<file path="config.mk">
export PLATFORM = sky130hd
export DESIGN_NAME = tuple_field_decompressor
export DESIGN_NICKNAME = d
export VERILOG_FILES = /design/src/hdl/tfd_pkg.sv /design/src/hdl/tfd_table.sv /design/src/hdl/tfd_ctrl.sv /design/src/hdl/tuple_field_decompressor.sv
export SDC_FILE = /design/constraint.sdc
export NUM_CORES = 1
export LEC_CHECK = 0
export BUFFER_PORTS_ARGS = -buffer_cell sky130_fd_sc_hd__buf_2
export CELL_PAD_IN_SITES_DETAIL_PLACEMENT = 0
export CELL_PAD_IN_SITES_GLOBAL_PLACEMENT = 2
export CORE_MARGIN = 5
export CORE_UTILIZATION = 45
export CTS_CLUSTER_SIZE = 24
export DETAILED_ROUTE_END_ITERATION = 8
export GPL_TIMING_DRIVEN = 0
export MAX_ROUTING_LAYER = met4
export PLACE_DENSITY_LB_ADDON = 0.3
export SYNTH_ARGS = -nofsm -noshare
export SYNTH_HDL_FRONTEND = slang
export SYNTH_SLANG_ARGS = --single-unit
</file>
<file path="constraint.sdc">
create_clock -name i_clk -period 6.4 [get_ports i_clk]
set_clock_uncertainty 0.15 [all_clocks]
set_input_delay 0.32 -clock i_clk [delete_from_list [all_inputs] [get_ports i_clk]]
set_output_delay 0.32 -clock i_clk [all_outputs]
set_load 0.01 [all_outputs]
</file>
<file path="src/hdl/tfd_pkg.sv">
// ----------------------------------------------------------------------------
// tfd_pkg
// Types and constants shared by the tuple field decompressor modules.
// ----------------------------------------------------------------------------
package tfd_pkg;

    localparam int ATTR_W    = 6;   // attribute index as seen on the ports
    localparam int CNT_W     = 7;   // attribute count register
    localparam int BYTE_W    = 8;
    localparam int LEN_W     = 8;
    localparam int CAP_W     = 9;   // holds the largest table depth itself

    localparam logic [BYTE_W-1:0] BLANK = 8'd32;

    localparam logic CMD_LOAD = 1'b0;
    localparam logic CMD_BYTE = 1'b1;

    typedef struct packed {
        logic              command;
        logic [ATTR_W-1:0] entry_index;
        logic              entry_is_char;
        logic [LEN_W-1:0]  entry_length;
        logic [BYTE_W-1:0] source_byte;
    } t_in_item;

    typedef struct packed {
        logic [BYTE_W-1:0] out_byte;
        logic [LEN_W-1:0]  repeat_count;
        logic [ATTR_W-1:0] attribute_number;
        logic              record_end;
    } t_out_item;

    typedef struct packed {
        logic             is_char;
        logic [LEN_W-1:0] length;
    } t_fmt_entry;

    // format table access from the sequencer
    typedef struct packed {
        logic              wr_en;
        logic [ATTR_W-1:0] wr_index;
        t_fmt_entry        wr_entry;
        logic              rd_en;
        logic [CNT_W-1:0]  rd_attr;
    } t_tbl_req;

    typedef enum logic [2:0] {
        ST_IDLE,
        ST_FETCH,
        ST_EMIT,
        ST_SCAN,
        ST_PUT
    } t_state;

endpackage

</file>
<file path="src/hdl/tfd_table.sv">
// ----------------------------------------------------------------------------
// tfd_table
// Format table memory: one write port, one read port, registered read data.
// ----------------------------------------------------------------------------
module tfd_table #(
    parameter int MAX_ATTRIBUTES = 64
) (
    input  logic                  i_clk,
    input  tfd_pkg::t_tbl_req     i_req,
    output tfd_pkg::t_fmt_entry   o_rd
);

    localparam int MemAw = (MAX_ATTRIBUTES > 1) ? $clog2(MAX_ATTRIBUTES) : 1;
    localparam logic [tfd_pkg::CAP_W-1:0] MaxAttrW = tfd_pkg::CAP_W'(MAX_ATTRIBUTES);

    tfd_pkg::t_fmt_entry r_mem [MAX_ATTRIBUTES];
    tfd_pkg::t_fmt_entry r_rd_data;
    logic                r_rd_oob;

    logic [tfd_pkg::CAP_W-1:0] w_wr_wide;
    logic [tfd_pkg::CAP_W-1:0] w_rd_wide;

    assign w_wr_wide = {{(tfd_pkg::CAP_W - tfd_pkg::ATTR_W){1'b0}}, i_req.wr_index};
    assign w_rd_wide = {{(tfd_pkg::CAP_W - tfd_pkg::CNT_W){1'b0}}, i_req.rd_attr};

    // loads past the table depth are dropped
    always_ff @(posedge i_clk) begin
        if (i_req.wr_en && (w_wr_wide < MaxAttrW)) begin
            r_mem[w_wr_wide[MemAw-1:0]] <= i_req.wr_entry;
        end
    end

    always_ff @(posedge i_clk) begin
        if (i_req.rd_en) begin
            r_rd_data <= r_mem[w_rd_wide[MemAw-1:0]];
            r_rd_oob  <= !(w_rd_wide < MaxAttrW);
        end
    end

    // attributes beyond the table read as zero length, numeric
    assign o_rd = r_rd_oob ? '0 : r_rd_data;

endmodule

</file>
<file path="src/hdl/tfd_ctrl.sv">
// ----------------------------------------------------------------------------
// tfd_ctrl
// Record sequencer: attribute position, bytes left, zero-length skip,
// record-end look-ahead and the output register.
// ----------------------------------------------------------------------------
module tfd_ctrl #(
    parameter int MAX_ATTRIBUTES = 64
) (
    input  logic                          i_clk,
    input  logic                          i_rst_n,
    input  logic                          i_in_valid,
    output logic                          o_in_stall,
    input  tfd_pkg::t_in_item             i_in_data,
    output logic                          o_out_valid,
    input  logic                          i_out_stall,
    output tfd_pkg::t_out_item            o_out_data,
    input  logic                          i_cfg_we,
    input  logic [tfd_pkg::CNT_W-1:0]     i_cfg_data,
    output tfd_pkg::t_tbl_req             o_tbl_req,
    input  tfd_pkg::t_fmt_entry           i_tbl_rd
);

    localparam logic [tfd_pkg::CAP_W-1:0] MaxAttrW = tfd_pkg::CAP_W'(MAX_ATTRIBUTES);

    tfd_pkg::t_state r_state, n_state;

    logic [tfd_pkg::CNT_W-1:0]  r_count, n_count;
    logic [tfd_pkg::CNT_W-1:0]  r_cur, n_cur;
    logic [tfd_pkg::LEN_W-1:0]  r_bl, n_bl;
    logic                       r_loaded, n_loaded;
    logic                       r_char, n_char;
    logic [tfd_pkg::CNT_W-1:0]  r_k, n_k;
    logic [tfd_pkg::BYTE_W-1:0] r_byte, n_byte;
    logic [tfd_pkg::BYTE_W-1:0] r_pb, n_pb;
    logic [tfd_pkg::LEN_W-1:0]  r_prep, n_prep;
    logic [tfd_pkg::ATTR_W-1:0] r_pattr, n_pattr;
    logic                       r_pend, n_pend;
    logic                       r_out_valid, n_out_valid;
    tfd_pkg::t_out_item         r_out_data, n_out_data;

    logic [tfd_pkg::CNT_W-1:0]  w_n;
    logic [tfd_pkg::BYTE_W-1:0] w_eb;
    logic                       w_pad;
    logic [tfd_pkg::BYTE_W-1:0] w_ob;
    logic [tfd_pkg::LEN_W-1:0]  w_rep;
    logic [tfd_pkg::LEN_W-1:0]  w_bl;
    logic                       w_out_free;
    logic                       w_in_acc;
    logic                       w_wrap;
    logic [tfd_pkg::CNT_W:0]    w_cur_inc;
    logic                       w_cur_wraps;
    logic [tfd_pkg::CNT_W-1:0]  w_cur_next;
    logic [tfd_pkg::CNT_W:0]    w_k_inc;
    logic                       w_k_end;

    // effective attribute count: zero acts as one, clipped to the table depth
    always_comb begin
        if (r_count == '0) begin
            w_n = tfd_pkg::CNT_W'(1);
        end else if ({{(tfd_pkg::CAP_W - tfd_pkg::CNT_W){1'b0}}, r_count} > MaxAttrW) begin
            w_n = MaxAttrW[tfd_pkg::CNT_W-1:0];
        end else begin
            w_n = r_count;
        end
    end

    assign w_eb  = (r_state == tfd_pkg::ST_IDLE) ? i_in_data.source_byte : r_byte;
    assign w_pad = r_char && (w_eb == '0);
    assign w_ob  = w_pad ? tfd_pkg::BLANK : w_eb;
    assign w_rep = w_pad ? r_bl : tfd_pkg::LEN_W'(1);
    assign w_bl  = w_pad ? '0 : (r_bl - tfd_pkg::LEN_W'(1));

    assign w_out_free = !r_out_valid || !i_out_stall;
    assign o_in_stall = (r_state != tfd_pkg::ST_IDLE);
    assign w_in_acc   = i_in_valid && (r_state == tfd_pkg::ST_IDLE);

    assign w_wrap      = (r_cur >= w_n);
    assign w_cur_inc   = {1'b0, r_cur} + (tfd_pkg::CNT_W + 1)'(1);
    assign w_cur_wraps = (w_cur_inc >= {1'b0, w_n});
    assign w_cur_next  = w_cur_wraps ? '0 : w_cur_inc[tfd_pkg::CNT_W-1:0];
    assign w_k_inc     = {1'b0, r_k} + (tfd_pkg::CNT_W + 1)'(1);
    assign w_k_end     = (w_k_inc >= {1'b0, w_n});

    always_comb begin
        n_state     = r_state;
        n_count     = r_count;
        n_cur       = r_cur;
        n_bl        = r_bl;
        n_loaded    = r_loaded;
        n_char      = r_char;
        n_k         = r_k;
        n_byte      = r_byte;
        n_pb        = r_pb;
        n_prep      = r_prep;
        n_pattr     = r_pattr;
        n_pend      = r_pend;
        n_out_valid = r_out_valid && i_out_stall;
        n_out_data  = r_out_data;

        o_tbl_req.wr_en            = 1'b0;
        o_tbl_req.wr_index         = i_in_data.entry_index;
        o_tbl_req.wr_entry.is_char = i_in_data.entry_is_char;
        o_tbl_req.wr_entry.length  = i_in_data.entry_length;
        o_tbl_req.rd_en            = 1'b0;
        o_tbl_req.rd_attr          = r_cur;

        case (r_state)
            tfd_pkg::ST_IDLE: begin
                if (w_in_acc) begin
                    if (i_in_data.command == tfd_pkg::CMD_LOAD) begin
                        o_tbl_req.wr_en = 1'b1;
                        // char flag of the open field follows the table
                        if ({{(tfd_pkg::CNT_W - tfd_pkg::ATTR_W){1'b0}},
                             i_in_data.entry_index} == r_cur) begin
                            n_char = i_in_data.entry_is_char;
                        end
                    end else begin
                        n_byte = i_in_data.source_byte;
                        if (r_loaded && !w_wrap) begin
                            // mid-field byte goes straight out when the slot is free
                            if ((w_bl != '0) && w_out_free) begin
                                n_out_valid = 1'b1;
                                n_out_data  = '{out_byte: w_ob, repeat_count: w_rep,
                                                attribute_number: r_cur[tfd_pkg::ATTR_W-1:0],
                                                record_end: 1'b0};
                                n_bl        = w_bl;
                            end else begin
                                n_state = tfd_pkg::ST_EMIT;
                            end
                        end else begin
                            n_cur             = w_wrap ? '0 : r_cur;
                            n_loaded          = 1'b0;
                            n_k               = '0;
                            o_tbl_req.rd_en   = 1'b1;
                            o_tbl_req.rd_attr = w_wrap ? '0 : r_cur;
                            n_state           = tfd_pkg::ST_FETCH;
                        end
                    end
                end
            end

            tfd_pkg::ST_FETCH: begin
                if (i_tbl_rd.length != '0) begin
                    n_bl     = i_tbl_rd.length;
                    n_char   = i_tbl_rd.is_char;
                    n_loaded = 1'b1;
                    n_state  = tfd_pkg::ST_EMIT;
                end else if (r_k == w_n) begin
                    // whole record has zero length: byte is dropped
                    n_loaded = 1'b0;
                    n_state  = tfd_pkg::ST_IDLE;
                end else begin
                    n_cur             = w_cur_next;
                    n_k               = w_k_inc[tfd_pkg::CNT_W-1:0];
                    o_tbl_req.rd_en   = 1'b1;
                    o_tbl_req.rd_attr = w_cur_next;
                end
            end

            tfd_pkg::ST_EMIT: begin
                if (w_bl != '0) begin
                    if (w_out_free) begin
                        n_out_valid = 1'b1;
                        n_out_data  = '{out_byte: w_ob, repeat_count: w_rep,
                                        attribute_number: r_cur[tfd_pkg::ATTR_W-1:0],
                                        record_end: 1'b0};
                        n_bl        = w_bl;
                        n_state     = tfd_pkg::ST_IDLE;
                    end
                end else begin
                    n_bl     = '0;
                    n_loaded = 1'b0;
                    n_pb     = w_ob;
                    n_prep   = w_rep;
                    n_pattr  = r_cur[tfd_pkg::ATTR_W-1:0];
                    n_cur    = w_cur_next;
                    if (w_cur_wraps) begin
                        n_pend  = 1'b1;
                        n_state = tfd_pkg::ST_PUT;
                    end else begin
                        // look ahead for a later nonzero field
                        n_k               = w_cur_next;
                        o_tbl_req.rd_en   = 1'b1;
                        o_tbl_req.rd_attr = w_cur_next;
                        n_state           = tfd_pkg::ST_SCAN;
                    end
                end
            end

            tfd_pkg::ST_SCAN: begin
                if (i_tbl_rd.length != '0) begin
                    n_pend  = 1'b0;
                    n_state = tfd_pkg::ST_PUT;
                end else if (w_k_end) begin
                    n_pend  = 1'b1;
                    n_state = tfd_pkg::ST_PUT;
                end else begin
                    n_k               = w_k_inc[tfd_pkg::CNT_W-1:0];
                    o_tbl_req.rd_en   = 1'b1;
                    o_tbl_req.rd_attr = w_k_inc[tfd_pkg::CNT_W-1:0];
                end
            end

            tfd_pkg::ST_PUT: begin
                if (w_out_free) begin
                    n_out_valid = 1'b1;
                    n_out_data  = '{out_byte: r_pb, repeat_count: r_prep,
                                    attribute_number: r_pattr, record_end: r_pend};
                    n_state     = tfd_pkg::ST_IDLE;
                end
            end

            default: begin
                n_state = tfd_pkg::ST_IDLE;
            end
        endcase

        // count write restarts the record
        if (i_cfg_we) begin
            n_count  = i_cfg_data;
            n_cur    = '0;
            n_bl     = '0;
            n_loaded = 1'b0;
        end
    end

    always_ff @(posedge i_clk) begin
        if (!i_rst_n) begin
            r_state <= tfd_pkg::ST_IDLE;
        end else begin
            r_state <= n_state;
        end
    end

    always_ff @(posedge i_clk) begin
        if (!i_rst_n) begin
            r_count     <= tfd_pkg::CNT_W'(1);
            r_cur       <= '0;
            r_bl        <= '0;
            r_loaded    <= 1'b0;
            r_k         <= '0;
            r_out_valid <= 1'b0;
        end else begin
            r_count     <= n_count;
            r_cur       <= n_cur;
            r_bl        <= n_bl;
            r_loaded    <= n_loaded;
            r_k         <= n_k;
            r_out_valid <= n_out_valid;
        end
    end

    always_ff @(posedge i_clk) begin
        r_char     <= n_char;
        r_byte     <= n_byte;
        r_pb       <= n_pb;
        r_prep     <= n_prep;
        r_pattr    <= n_pattr;
        r_pend     <= n_pend;
        r_out_data <= n_out_data;
    end

    assign o_out_valid = r_out_valid;
    assign o_out_data  = r_out_data;

endmodule

</file>
<file path="src/hdl/tuple_field_decompressor.sv">
// ----------------------------------------------------------------------------
// tuple_field_decompressor
// Expands a compressed record one source byte at a time under a loaded
// per-attribute format table (length, character flag).
//
//   channel   direction  handshake              payload
//   in        input      i_in_valid/o_in_stall  i_in_data  (t_in_item)
//   out       output     o_out_valid/i_out_stall o_out_data (t_out_item)
//   cfg       input      i_cfg_we               i_cfg_data (attribute count)
//
// A table load, or a byte inside an open field with the output free, is
// handled while idle. Any other byte adds table reads (the new field's
// entry and each skipped zero-length one; each later entry up to the first
// nonzero one in the record-end scan), the emit state, and the put state
// when it closes the field; a byte dropped by an all-zero record has its
// reads only. Synchronous active-low reset; table undefined until loaded.
// ----------------------------------------------------------------------------
module tuple_field_decompressor #(
    parameter int MAX_ATTRIBUTES = 64
) (
    input  logic                      i_clk,
    input  logic                      i_rst_n,
    input  logic                      i_in_valid,
    output logic                      o_in_stall,
    input  tfd_pkg::t_in_item         i_in_data,
    output logic                      o_out_valid,
    input  logic                      i_out_stall,
    output tfd_pkg::t_out_item        o_out_data,
    input  logic                      i_cfg_we,
    input  logic [tfd_pkg::CNT_W-1:0] i_cfg_data
);

    tfd_pkg::t_tbl_req   w_tbl_req;
    tfd_pkg::t_fmt_entry w_tbl_rd;

    tfd_ctrl #(
        .MAX_ATTRIBUTES(MAX_ATTRIBUTES)
    ) u_ctrl (
        .i_clk       (i_clk),
        .i_rst_n     (i_rst_n),
        .i_in_valid  (i_in_valid),
        .o_in_stall  (o_in_stall),
        .i_in_data   (i_in_data),
        .o_out_valid (o_out_valid),
        .i_out_stall (i_out_stall),
        .o_out_data  (o_out_data),
        .i_cfg_we    (i_cfg_we),
        .i_cfg_data  (i_cfg_data),
        .o_tbl_req   (w_tbl_req),
        .i_tbl_rd    (w_tbl_rd)
    );

    tfd_table #(
        .MAX_ATTRIBUTES(MAX_ATTRIBUTES)
    ) u_table (
        .i_clk (i_clk),
        .i_req (w_tbl_req),
        .o_rd  (w_tbl_rd)
    );

endmodule

</file>
Word level (Yosys, flattened, before mapping)
Memories as Yosys holds them, arrays and structs flattened. A register that Yosys moved wholly into a read port is not among the register bits.
Index checks and enable logic that the tools add are counted.
{"block": "word_totals", "ff_bits": 90, "latch_bits": 0, "mem_bits_rw": 576, "romBits": 0, "inputBits": 36, "output_inout_bits": 25, "word_cells": 184, "n_memories": 1}
{"memory": "u_table.r_mem", "depth": 64, "width": 9, "rd": 1, "rd_ports_with_merged_regs": 1, "write_ports": 1, "line": "tfd_table.sv:16", "source": "tfd_pkg::t_fmt_entry r_mem [MAX_ATTRIBUTES];"}
{"block": "op_classes", "addsub": 3, "n_mul": 0, "div": 0, "n_lt_le_gt_ge": 6, "eq_ne": 28, "shift": 0, "n_mux": 93, "bitwise_logic": 2, "n_reduce_logical": 33}
{"op": "$mux 23", "count": 7}
{"op": "$mux 8", "count": 20}
{"op": "$mux 7", "count": 19}
{"op": "$pmux 23 s3", "count": 1}
{"op": "$mux 3", "count": 11}
{"op": "$pmux 8 s4", "count": 1}
{"op": "$pmux 7 s4", "count": 1}
{"op": "$mux 1", "count": 25}
{"op": "$ne 2x2->1 const B", "count": 12}
{"op": "$pmux 8 s3", "count": 1}
{"op": "$pmux 7 s3", "count": 1}
{"op": "$add 7x1->8 const B", "count": 2}
{"op": "$ge 8x7->1", "count": 2}
{"op": "$reduce_bool 8->1", "count": 2}
{"op": "$pmux 3 s5", "count": 1}
{"op": "$reduce_and 7->1", "count": 2}
{"op": "$ne 2x1->1 const B", "count": 6}
{"op": "$reduce_and 10->1", "count": 1}
{"op": "$reduce_and 5->1", "count": 2}
{"op": "$mux 9", "count": 1}
{"op": "$reduce_bool 3->1", "count": 3}
{"op": "$logic_not 8->1", "count": 1}
{"op": "$reduce_and 8->1", "count": 1}
{"op": "$sub 8x1->8 const B", "count": 1}
{"op": "27 further kinds", "count": 41}

Longest topological paths before layout
Gate-level depths: netlist of run 1.
{"block": "logic_depth", "word_depth": 12, "depth_mapped": 25, "depth_no_buf": 18}

Cells and area by module
From an unflattened synthesis of run 1, not the netlist that was laid out.
{"block": "unflattened", "hier_cells": 1607, "hier_area_um2": 28164.5}
{"module": "tfd_table", "instances": 1, "cells_per_inst": 1064, "area_each_um2": 22885.7}
{"module": "tfd_ctrl", "instances": 1, "cells_per_inst": 543, "area_each_um2": 5278.8}

Least setup slack after synthesis of run 1
OpenSTA, ideal clock, no wires.
{"block": "synth_timing", "path_kind": "flip-flop to flip-flop", "from": "register u_ctrl.r_cur[4] (netlist name)", "to": "register u_table.r_rd_data[8] (netlist name)", "setup_time_ps": 269, "arrival_time_ps": 4068, "slack_ps": 1913, "path_stages_with_launch": 23, "n_path_buf": 6, "period_less_slack_ps": 4487, "path_cell_list": "dfxtp_1 -> buf_2 -> and3_1 -> nand3_1 -> xor2_1 -> inv_1 -> ha_1 -> a21o_1 -> a2111o_1 -> inv_1 -> ha_1 -> o2111a_1 -> buf_6 -> and2_4 -> buf_6 -> buf_6 -> buf_6 -> buf_6 -> mux2i_1 -> mux2i_1 -> mux2_2 -> a211oi_1 -> nand4_1"}
{"block": "synth_via", "elab_chain_cells": 7}
{"item": "start: declaration", "line": "tfd_ctrl.sv:28", "source": "logic [tfd_pkg::CNT_W-1:0] r_cur, n_cur;"}
{"item": "start signal: assignment", "line": "tfd_ctrl.sv:245", "source": "r_cur <= n_cur;"}
{"item": "parallel branches: the longest is 6 deep, another holds $add 7x1->8"}
{"item": "$pmux 8 s4 (*)", "line": "tfd_ctrl.sv:107", "source": "case (r_state)"}
Mark *: on every way between the ends.
A chain may end at the register's enable or synchronous reset.

Worst setup path in the final report of run 1
{"block": "layout_timing", "from": "register u_ctrl.r_cur[1] (netlist name)", "to": "register u_table.r_rd_data[2] (netlist name)"}
{"block": "layout_via", "elab_chain_cells": 7}
{"item": "parallel branches: the longest is 6 deep, another holds $add 7x1->8"}
{"item": "$pmux 8 s4 (*)", "line": "tfd_ctrl.sv:107"}
Marks and branches as above.

==> metrics list, run 1 <==
* Outcome: finished, final reports clean
- Worst VDD drop: 210 uV
- Wires add up to 84.9 mm.
- Number of cells on the critical path: 14
* Clock-pin slew on the worst setup and hold paths: 0.06 ns
- Sequential area share after synthesis: 68.7%
- The clock reaches the later pin of the worst-skew pair after 0.61 ns.
- For this design, the sink count on the clock tree is 675.
- The synthesized netlist devotes 1.08% of its cell area to adder and majority cells.
* Wire length of the first global-routing pass: 124 mm
* Count of final hold-check violations: 0
- Distinct cells, synth: 68
- The synthesized design contains 641 enable-type register cells.
- After routing, the total negative slack on setup checks comes to 0 ns.
* Fraction of final layout cells sized beyond drive strength 1: 10.9%
- Number of levels in the clock H-tree: 3
* Row count: 93
* Avg Inst Size Synth: 13.1 sq um
- LEAKAGE: 11.4 nW
- After synthesis the netlist holds a flip-flop and latch count of 675.
- The worst register-to-register path has a depth of 14.
- Initial antenna violation count: 3
* F_max: 0.159 GHz
- Timing analysis after detailed placement gives a worst setup slack of -0.241 ns.
- STA classifies the critical path endpoint as a register.
* Async set or reset register ratio after synthesis: 0%
- Summing the areas of all and, or, nand and nor instances in the mapped netlist gives 12.5% of the synthesized area.
* Compound-Gate Fraction of Synth Area: 11.0%
* Area share of the leading cell type in the synthesized netlist: 66.3%
* Power density relative to cell area: 284 nW/um^2
* Netlist area before placement: 29000 sq um
* Die Footprint: 69700 sq um
- For this run, the post-layout net count is 2429.
* Final clock period utilization by the worst path: 98.1%
* Final Total Pwr: 9.36 mW
- Routability-driven placement finished with a final weighted congestion of 0.914.
* Residual antenna-violating net count after detailed routing: 0
* Slew HR: 3.23%
* Most Frequent Cell on Critical Path: sky130_fd_sc_hd__ha_1
* XOR/XNOR Fraction of Synth Area: 0.694%
- After synthesis, the share of cell area in mux cells is 3.48%.
- Worst path bufs/invs: 0
- WP data arrival: 6.57 ns
- Starting density of the core: 45.3%
* Final max-slew violation count: 0
- Buffers inserted during clock tree synthesis total 72.
* Yosys warning total: 0
- Dominant combinational cell family by area after synthesis: simple AND/OR/NAND/NOR gates
- Ys flop type: sky130_fd_sc_hd__edfxtp_1
- Buffer depth of the longest clock path: 3
- Setup violations, final: 0
* Die span in x: 264 microns
- In this run the standard cell core region covers 64100 sq um.
- 61 I/O pins were placed.
- Wire length on met1: 35.7 mm
* Data required time at the worst endpoint: 6.69 ns
- Critical setup path kind: register to register
- Global routing used 24.3% of the available tracks across all layers.
- Slew at the pin closest to its max-slew limit: 1.45 ns
- By instance count, the leading cell after synthesis is sky130_fd_sc_hd__edfxtp_1.
- Remaining design rule violation count: 0
- Kind of start point of the critical path: register
* DPL Wire Length: 57.4 mm
- By area the synthesized netlist is led by sky130_fd_sc_hd__edfxtp_1, sky130_fd_sc_hd__nand2_1, sky130_fd_sc_hd__mux2i_1.
- Syn_nets: 2274
- After the first detailed-routing iteration, the DRC count stood at 2036.
- Met2 wire length: 40.5 mm
* CP peak stage delay: 1.00 ns
- In this run the clock root is driven by a sky130_fd_sc_hd__clkbuf_16.
- The number of global-route vias before repair came to 18900.
- The critical path goes through ha_1, nand3_1, nor2_1, xor2_1, ha_1, o2111ai_1, a21oi_1, a2111o_1, a2111oi_0, a221oi_1, nor3_1, o21ai_0, and4_1, nand4_1.
- Compared with the post-synthesis result, the final layout area differs by 13.7%.
- Ranked by instance count, the synthesized netlist is headed by sky130_fd_sc_hd__edfxtp_1, sky130_fd_sc_hd__nand2_1, sky130_fd_sc_hd__nor2_1, sky130_fd_sc_hd__nand3_1, sky130_fd_sc_hd__clkbuf_1.
* Design Area, Final: 33000 sq um
- The synthesized design spends more area on one cell type than any other, namely sky130_fd_sc_hd__edfxtp_1.
- After layout, the minimum clock period comes to 6.28 ns.
- Hold path cells: 4
- After global routing the overflow that remains totals 0.
- Filler cell count: 5484
* Placed instance area: 30400 sq um
* Area used by sequential logic in the layout: 19900 sq um
- The highest layer touched by signal routing is met4.
* Kind of path behind the tightest hold check: input pin to register
- Count of mapped cells out of synthesis: 2213
- After detailed routing, the average wire length per cell comes to 25.9 microns.
- The pre-antenna-repair detailed-routing pass consisted of 7 iterations.
- Measured along the y axis, the die boundary spans 264 microns.
- Setup repair after global routing left no endpoint under its margin.
- In the final layout, the multi-input gates occupy 8380 sq um.
- Across all setup checks in the final design, the least slack found is 0.122 ns.
- Entering global routing, the biggest net connects 66 pins.
- Max FO, Critical Path: 9
- The slowest stage of the critical path is the sky130_fd_sc_hd__nor3_1 cell.
- Buffers placed on the I/O ports in this run total 53.
* Via total after detailed routing: 19400
- Met3 Routed Length: 6.41 mm
- Gate family responsible for the most delay along the worst path: compound AO/OA/AOI/OAI gates
- Reported max-cap violation count: 0
- Via-per-instance ratio: 5.92
- Clock tree from TritonCTS: built
==> power by group <==
part           switching [mW]  leakage [nW]  total [mW]  internal (mW)
registers              0.0182          6.02        4.88           4.86
clock network            1.70          1.11        4.07           2.36
logic                   0.295          4.28       0.412          0.118
total                    2.02          11.4        9.36           7.34
==> logic make-up after synthesis <==
| group | Yosys count |
|---|---|
| fa+ha+maj | 25 |
| compound gates | 431 |
| xor+xnor | 23 |
| mux | 99 |
| buf+inv | 167 |
| flops | 675 |
| simple gates | 793 |
==> flip-flops by register name, summed over array words and instances (netlist names) <==
register,flops
u_ctrl.o_out_valid,1
u_table.r_mem,576
u_ctrl.r_count,7
u_ctrl.r_bl,8
u_ctrl.r_cur,7
u_ctrl.r_pend,1
u_ctrl.o_out_data,23
u_ctrl.r_char,1
u_table.r_rd_oob,1
u_ctrl.r_prep,8
u_ctrl.r_k,7
u_ctrl.r_byte,8
u_table.r_rd_data,9
u_ctrl.r_pb,8
u_ctrl.r_state,3
u_ctrl.r_loaded,1
u_ctrl.r_pattr,6
==> routing by layer <==
layer,vias up,track usage [%]
li1,8821,-
met1,9714,32.5
met2,755,38.9
met3,114,4.20
met4,0,6.99
met5,-,-
==> per-stage QoR <==
step	hold WS [ns]	util [%]	std cells
detailed placement	0.309	47.5	3126
floorplan	0.269	-	2213
CTS	0.0142	51.3	3270
global placement	0.298	47.3	3121
finish	0.0502	51.4	3280
global route	0.0850	51.4	3280
==> path summary, 6_finish.rpt <==
kind	from	to	slack, ns
setup reg to reg	u_ctrl.r_cur[1]$_SDFFE_PP0P_	u_table.r_rd_data[2]$_DFFE_PP_	0.12
hold reg to reg	u_ctrl.r_cur[4]$_SDFFE_PP0P_	u_ctrl.r_pattr[4]$_DFFE_PP_	0.32
hold / removal	i_out_stall	u_ctrl.o_out_valid$_SDFF_PN0_	0.05
setup / recovery	u_ctrl.r_cur[1]$_SDFFE_PP0P_	u_table.r_rd_data[2]$_DFFE_PP_	0.12
==> layout make-up <==
type                    instances  share of cell area [%]
diodes                          2                  0.0152
plain buffers                 154                    2.15
clock buffers                  88                    5.77
clock inverters                41                    1.14
inverters                      13                   0.148
multi-input cells            1371                    25.4
flip-flops and latches        675                    60.4
well taps                     855                    3.24
repair buffers                 81                    1.68
==> tightest hold or removal path, delay by kind of cell <==
family | cells | cell delay, ns
and+or+nand+nor | 2 | 0.25
buffers and inverters | 1 | 0.09
AOI/OAI and AO/OA | 1 | 0.11
==> what timing repair did <==
action / CTS / global route
pin swaps: 0 / 2
hold endpoints to repair: 29 / 0
buffers inserted: 0 / 8
cloned: 0 / 0
hold buffers: 15 / 0
setup endpoints to repair: 6 / 8
resized for setup: 3 / 13
==> cell usage in the layout, fill, tap and decap left out, types with 13 or more instances in the layout <==
cell | synthesis | layout
sky130_fd_sc_hd__a31oi_1 | 23 | 23
sky130_fd_sc_hd__a221oi_1 | 64 | 64
sky130_fd_sc_hd__clkbuf_1 | 92 | 101
sky130_fd_sc_hd__mux2i_1 | 83 | 83
sky130_fd_sc_hd__a21oi_1 | 35 | 35
sky130_fd_sc_hd__nand2_1 | 385 | 385
sky130_fd_sc_hd__dlygate4sd3_1 | 0 | 15
sky130_fd_sc_hd__nor3_1 | 20 | 19
sky130_fd_sc_hd__buf_4 | 5 | 21
sky130_fd_sc_hd__buf_2 | 36 | 83
sky130_fd_sc_hd__inv_1 | 13 | 13
sky130_fd_sc_hd__ha_1 | 25 | 25
sky130_fd_sc_hd__nand4_1 | 31 | 31
sky130_fd_sc_hd__edfxtp_1 | 641 | 641
sky130_fd_sc_hd__a21boi_0 | 66 | 66
sky130_fd_sc_hd__nand3_1 | 106 | 106
sky130_fd_sc_hd__and2_1 | 15 | 15
sky130_fd_sc_hd__dfxtp_1 | 34 | 34
sky130_fd_sc_hd__a311oi_1 | 81 | 81
sky130_fd_sc_hd__o21ai_0 | 80 | 79
sky130_fd_sc_hd__a211oi_1 | 19 | 17
sky130_fd_sc_hd__mux2_2 | 16 | 16
sky130_fd_sc_hd__and3_1 | 39 | 39
sky130_fd_sc_hd__clkbuf_16 | 0 | 74
sky130_fd_sc_hd__nor2_1 | 130 | 128
sky130_fd_sc_hd__xnor2_1 | 13 | 13
sky130_fd_sc_hd__buf_1 | 13 | 13
sky130_fd_sc_hd__nor2b_1 | 13 | 13
sky130_fd_sc_hd__clkinv_2 | 0 | 15
(Power assumes the default switching activity.)
==> run 2, diff against run 1 <==
CORE_ASPECT_RATIO = 1.4   (was unset)
clock period = 6.3 ns   (was 6.4 ns; I/O delays follow)
==> metrics list, run 2 (same netlist as run 1, synthesis figures left out) <==
* Endpoint of the lowest-slack register-to-register path: u_table.r_rd_data[2]$_DFFE_PP_
- Design Area, Final: 32700 sq um
- Number of clock buffers inserted by TritonCTS: 67
* DPL Wire Length: 62.2 mm
- At the end of the flow, the number of nets in the layout was 2416.
- The count of buffers added on input and output ports is 53.
- The number of hold-slack violations in the final timing report came to 0.
* Row count: 110
- Summed over all failing endpoints, the final setup total negative slack is -0.0567 ns.
* Die Footprint: 69700 sq um
- The number of buffers and inverters on the critical path is 1.
- CTS saw 675 sinks.
- Buffer depth of the longest clock path: 3
- Sw frac: 21.4%
* Setup violations, final: 1
- Kind of start point of the critical path: register
- The area growth from synthesis to layout is 12.8%.
- TritonCTS built the clock tree.
* Largest net degree at the start of global routing: 66
- Power spread over the standard cell area amounts to 283 nW/um^2.
* Global-route usage over all layers: 26.0%
* WP data arrival: 6.47 ns
* Via-per-instance ratio: 6.02
- The number of global-route vias before repair is 19400.
* Cell Int Power: 7.27 mW
* Part of the total power dissipated in the clock network: 41.8%
- For this run, design rule violations remaining after detail routing come to 0.
- The final-report max-slew violation count came to 0.
- Along the worst hold path, the cell count comes to 4.
* Routed wire length: 89.5 mm
* Residual antenna-violating net count after detailed routing: 0
* Kind of end point of the critical path: register
- Dividing the detail-routed wire length by the instance count gives 27.6 microns.
* Kind of path behind the tightest hold check: input pin to register
- The H-tree was split into 3 levels.
- Post-route core utilization: 51.0%
* Final clock period utilization by the worst path: 101%
- Gate family responsible for the most delay along the worst path: simple AND/OR/NAND/NOR gates
- For this design the total switching power over the nets is 1.98 mW.
* Data required time at the worst endpoint: 6.42 ns
- Slew HR: 4.05%
- The worst hold path begins at i_in_data[23].
* Wire length of the first global-routing pass: 129 mm
* Starting density of the core: 45.2%
* Clock period minus final worst setup slack: 6.36 ns
* Clock-pin slew on the worst setup and hold paths: 0.06 ns
- Worst flop-to-flop path startpoint: u_ctrl.r_k[0]$_SDFFE_PN0P_
* Die Span Y: 310 microns
- Static timing analysis puts the maximum clock frequency at 0.157 GHz.
- Placed instance area: 30400 sq um
- On the critical path, the stage with the largest delay is an instance of sky130_fd_sc_hd__a221oi_1.
* Clock insertion delay at the later pin of the skew report: 0.62 ns
- Top library cells by usage in the layout, fill and taps aside: sky130_fd_sc_hd__edfxtp_1, sky130_fd_sc_hd__nand2_1, sky130_fd_sc_hd__nor2_1
- Max FO, Critical Path: 10
* Drt first pass iters: 6
* Placer Congestion: 0.995
* Die span in x: 225 microns
- The initial antenna violation count was 1.
- Max reg flops: 576
* Initial detailed-routing violation count: 1882
* Fraction of final layout cells sized beyond drive strength 1: 10.3%
* Part of the total power dissipated in sequential elements: 53.5%
- Critical Path Source: u_ctrl.r_k[0]$_SDFFE_PN0P_
- The most numerous cell type found on the critical path is sky130_fd_sc_hd__and3_1.
* Core box area: 64100 sq um
* Post-Place Setup Slack: -0.674 ns
- Depth of the worst register-to-register path: 16
- The largest single stage delay on the critical path is 0.77 ns.
- Root buffer selected by CTS: sky130_fd_sc_hd__clkbuf_16
* Critical setup path kind: register to register
- Outcome: complete, but fails checks
- 61 I/O pins were placed.
* Setup slack of the critical path after layout: -0.0567 ns
- Slew at the pin closest to its max-slew limit: 1.43 ns
- RSZ-0062 raised after global routing: yes
- Across all register-to-register paths, the minimum setup slack is -0.06 ns.
- Worst VDD drop: 239 uV
- The critical path goes through and3_1, nand3_1, xnor2_1, ha_1, a21oi_1, nor2b_1, or4_4, nor2_1, o21ba_2, nand2_1, a221oi_1, clkbuf_1, nor4_1, and3_1, a211oi_1, nand4_1.
- The tightest hold path in the finished design has a slack of 0.0373 ns.
* Gate power share: 4.6%
- After global routing the overflow that remains totals 0.
* Via total after detailed routing: 19500
- Summed over all cells, the static leakage comes to 11.3 nW.
* Violations in the final reports: setup timing
* Capture endpoint of the worst hold path: u_ctrl.r_char$_DFFE_PP_
- Reported max-cap violation count: 0
* Leading cell type in the layout, fill and taps excluded: sky130_fd_sc_hd__edfxtp_1
run 2: cell types whose count changed in the layout (fill, tap and decap cells not counted), moves of 4 or more:
| cell | change |
|---|---|
| sky130_fd_sc_hd__a31oi_1 | -4 |
| sky130_fd_sc_hd__buf_4 | -8 |
| sky130_fd_sc_hd__clkbuf_16 | -5 |
| sky130_fd_sc_hd__clkinv_2 | -11 |
| sky130_fd_sc_hd__a31oi_2 | +4 |
run 2: power groups by stage:
stage	registers, mW	clock network (mW)	logic [mW]
after CTS	4.95	3.92	0.426
after global placement	5.05	0	0.408
final	4.95	3.87	0.429
after floorplan	5.04	0	0.223
after global routing	4.95	4.10	0.462
after detailed placement	5.05	0	0.417
run 2: final cells by class:
| type | count | area (sq um) |
|---|---|---|
| Antenna cell | 1 | 2.50 |
| Buffer | 153 | 711 |
| Clock buffer | 86 | 1800 |
| Clock inverter | 27 | 255 |
| Fill cell | 5557 | 31400 |
| Inverter | 13 | 48.8 |
| Multi-Input combinational cell | 1371 | 8440 |
| Sequential cell | 675 | 19900 |
| Tap cell | 840 | 1050 |
| Timing Repair Buffer | 74 | 482 |
run 2: worst max-delay path by stage:
stage	to	slack, ns	cells past startpoint
after detailed placement	u_table.r_rd_data[5]$_DFFE_PP_	-0.67	18
after global routing	u_table.r_rd_data[2]$_DFFE_PP_	-0.04	17
after CTS	u_table.r_rd_data[2]$_DFFE_PP_	0.00008	20
final	u_table.r_rd_data[2]$_DFFE_PP_	-0.06	16
after floorplan	u_table.r_rd_data[8]$_DFFE_PP_	1.81	22
after global placement	u_table.r_rd_data[0]$_DFFE_PP_	-1.17	18
run 2: per-stage QoR:
step	power (mW)	std cells
floorplan	5.26	2213
global placement	5.46	3106
detailed placement	5.47	3109
CTS	9.30	3239
global route	9.51	3240
finish	9.25	3240
run 2: routing by layer:
| layer | wire (microns) | track usage, % | vias to the layer above | part of all wire (%) |
|---|---|---|---|---|
| met3 | 5460 | 3.40 | 218 | 6.1 |
| met5 | 0 | - | - | 0 |
| li1 | - | - | 8781 | - |
| met4 | 4790 | 12.8 | 0 | 5.3 |
| met1 | 31900 | 28.5 | 9699 | 36 |
| met2 | 47400 | 46.6 | 801 | 53 |
run 2: timing repair:
action	CTS	global route
setup endpoints to repair	8	7
pin swaps	3	0
gates resized for setup	15	11
hold endpoints to repair	23	0
buffers inserted	3	0
hold buffers	15	0
run 2: worst register-to-register path: stages, from the launching register on:
cell and delay [ns]:
sky130_fd_sc_hd__dfxtp_1 0.57, sky130_fd_sc_hd__and3_1 0.22, sky130_fd_sc_hd__nand3_1 0.09, sky130_fd_sc_hd__xnor2_1 0.55
sky130_fd_sc_hd__ha_1 0.37, sky130_fd_sc_hd__a21oi_1 0.15, sky130_fd_sc_hd__nor2b_1 0.06, sky130_fd_sc_hd__or4_4 0.46
sky130_fd_sc_hd__nor2_1 0.24, sky130_fd_sc_hd__o21ba_2 0.17, sky130_fd_sc_hd__nand2_1 0.15, sky130_fd_sc_hd__a221oi_1 0.77
sky130_fd_sc_hd__clkbuf_1 0.50, sky130_fd_sc_hd__nor4_1 0.29, sky130_fd_sc_hd__and3_1 0.27, sky130_fd_sc_hd__a211oi_1 0.66
sky130_fd_sc_hd__nand4_1 0.34
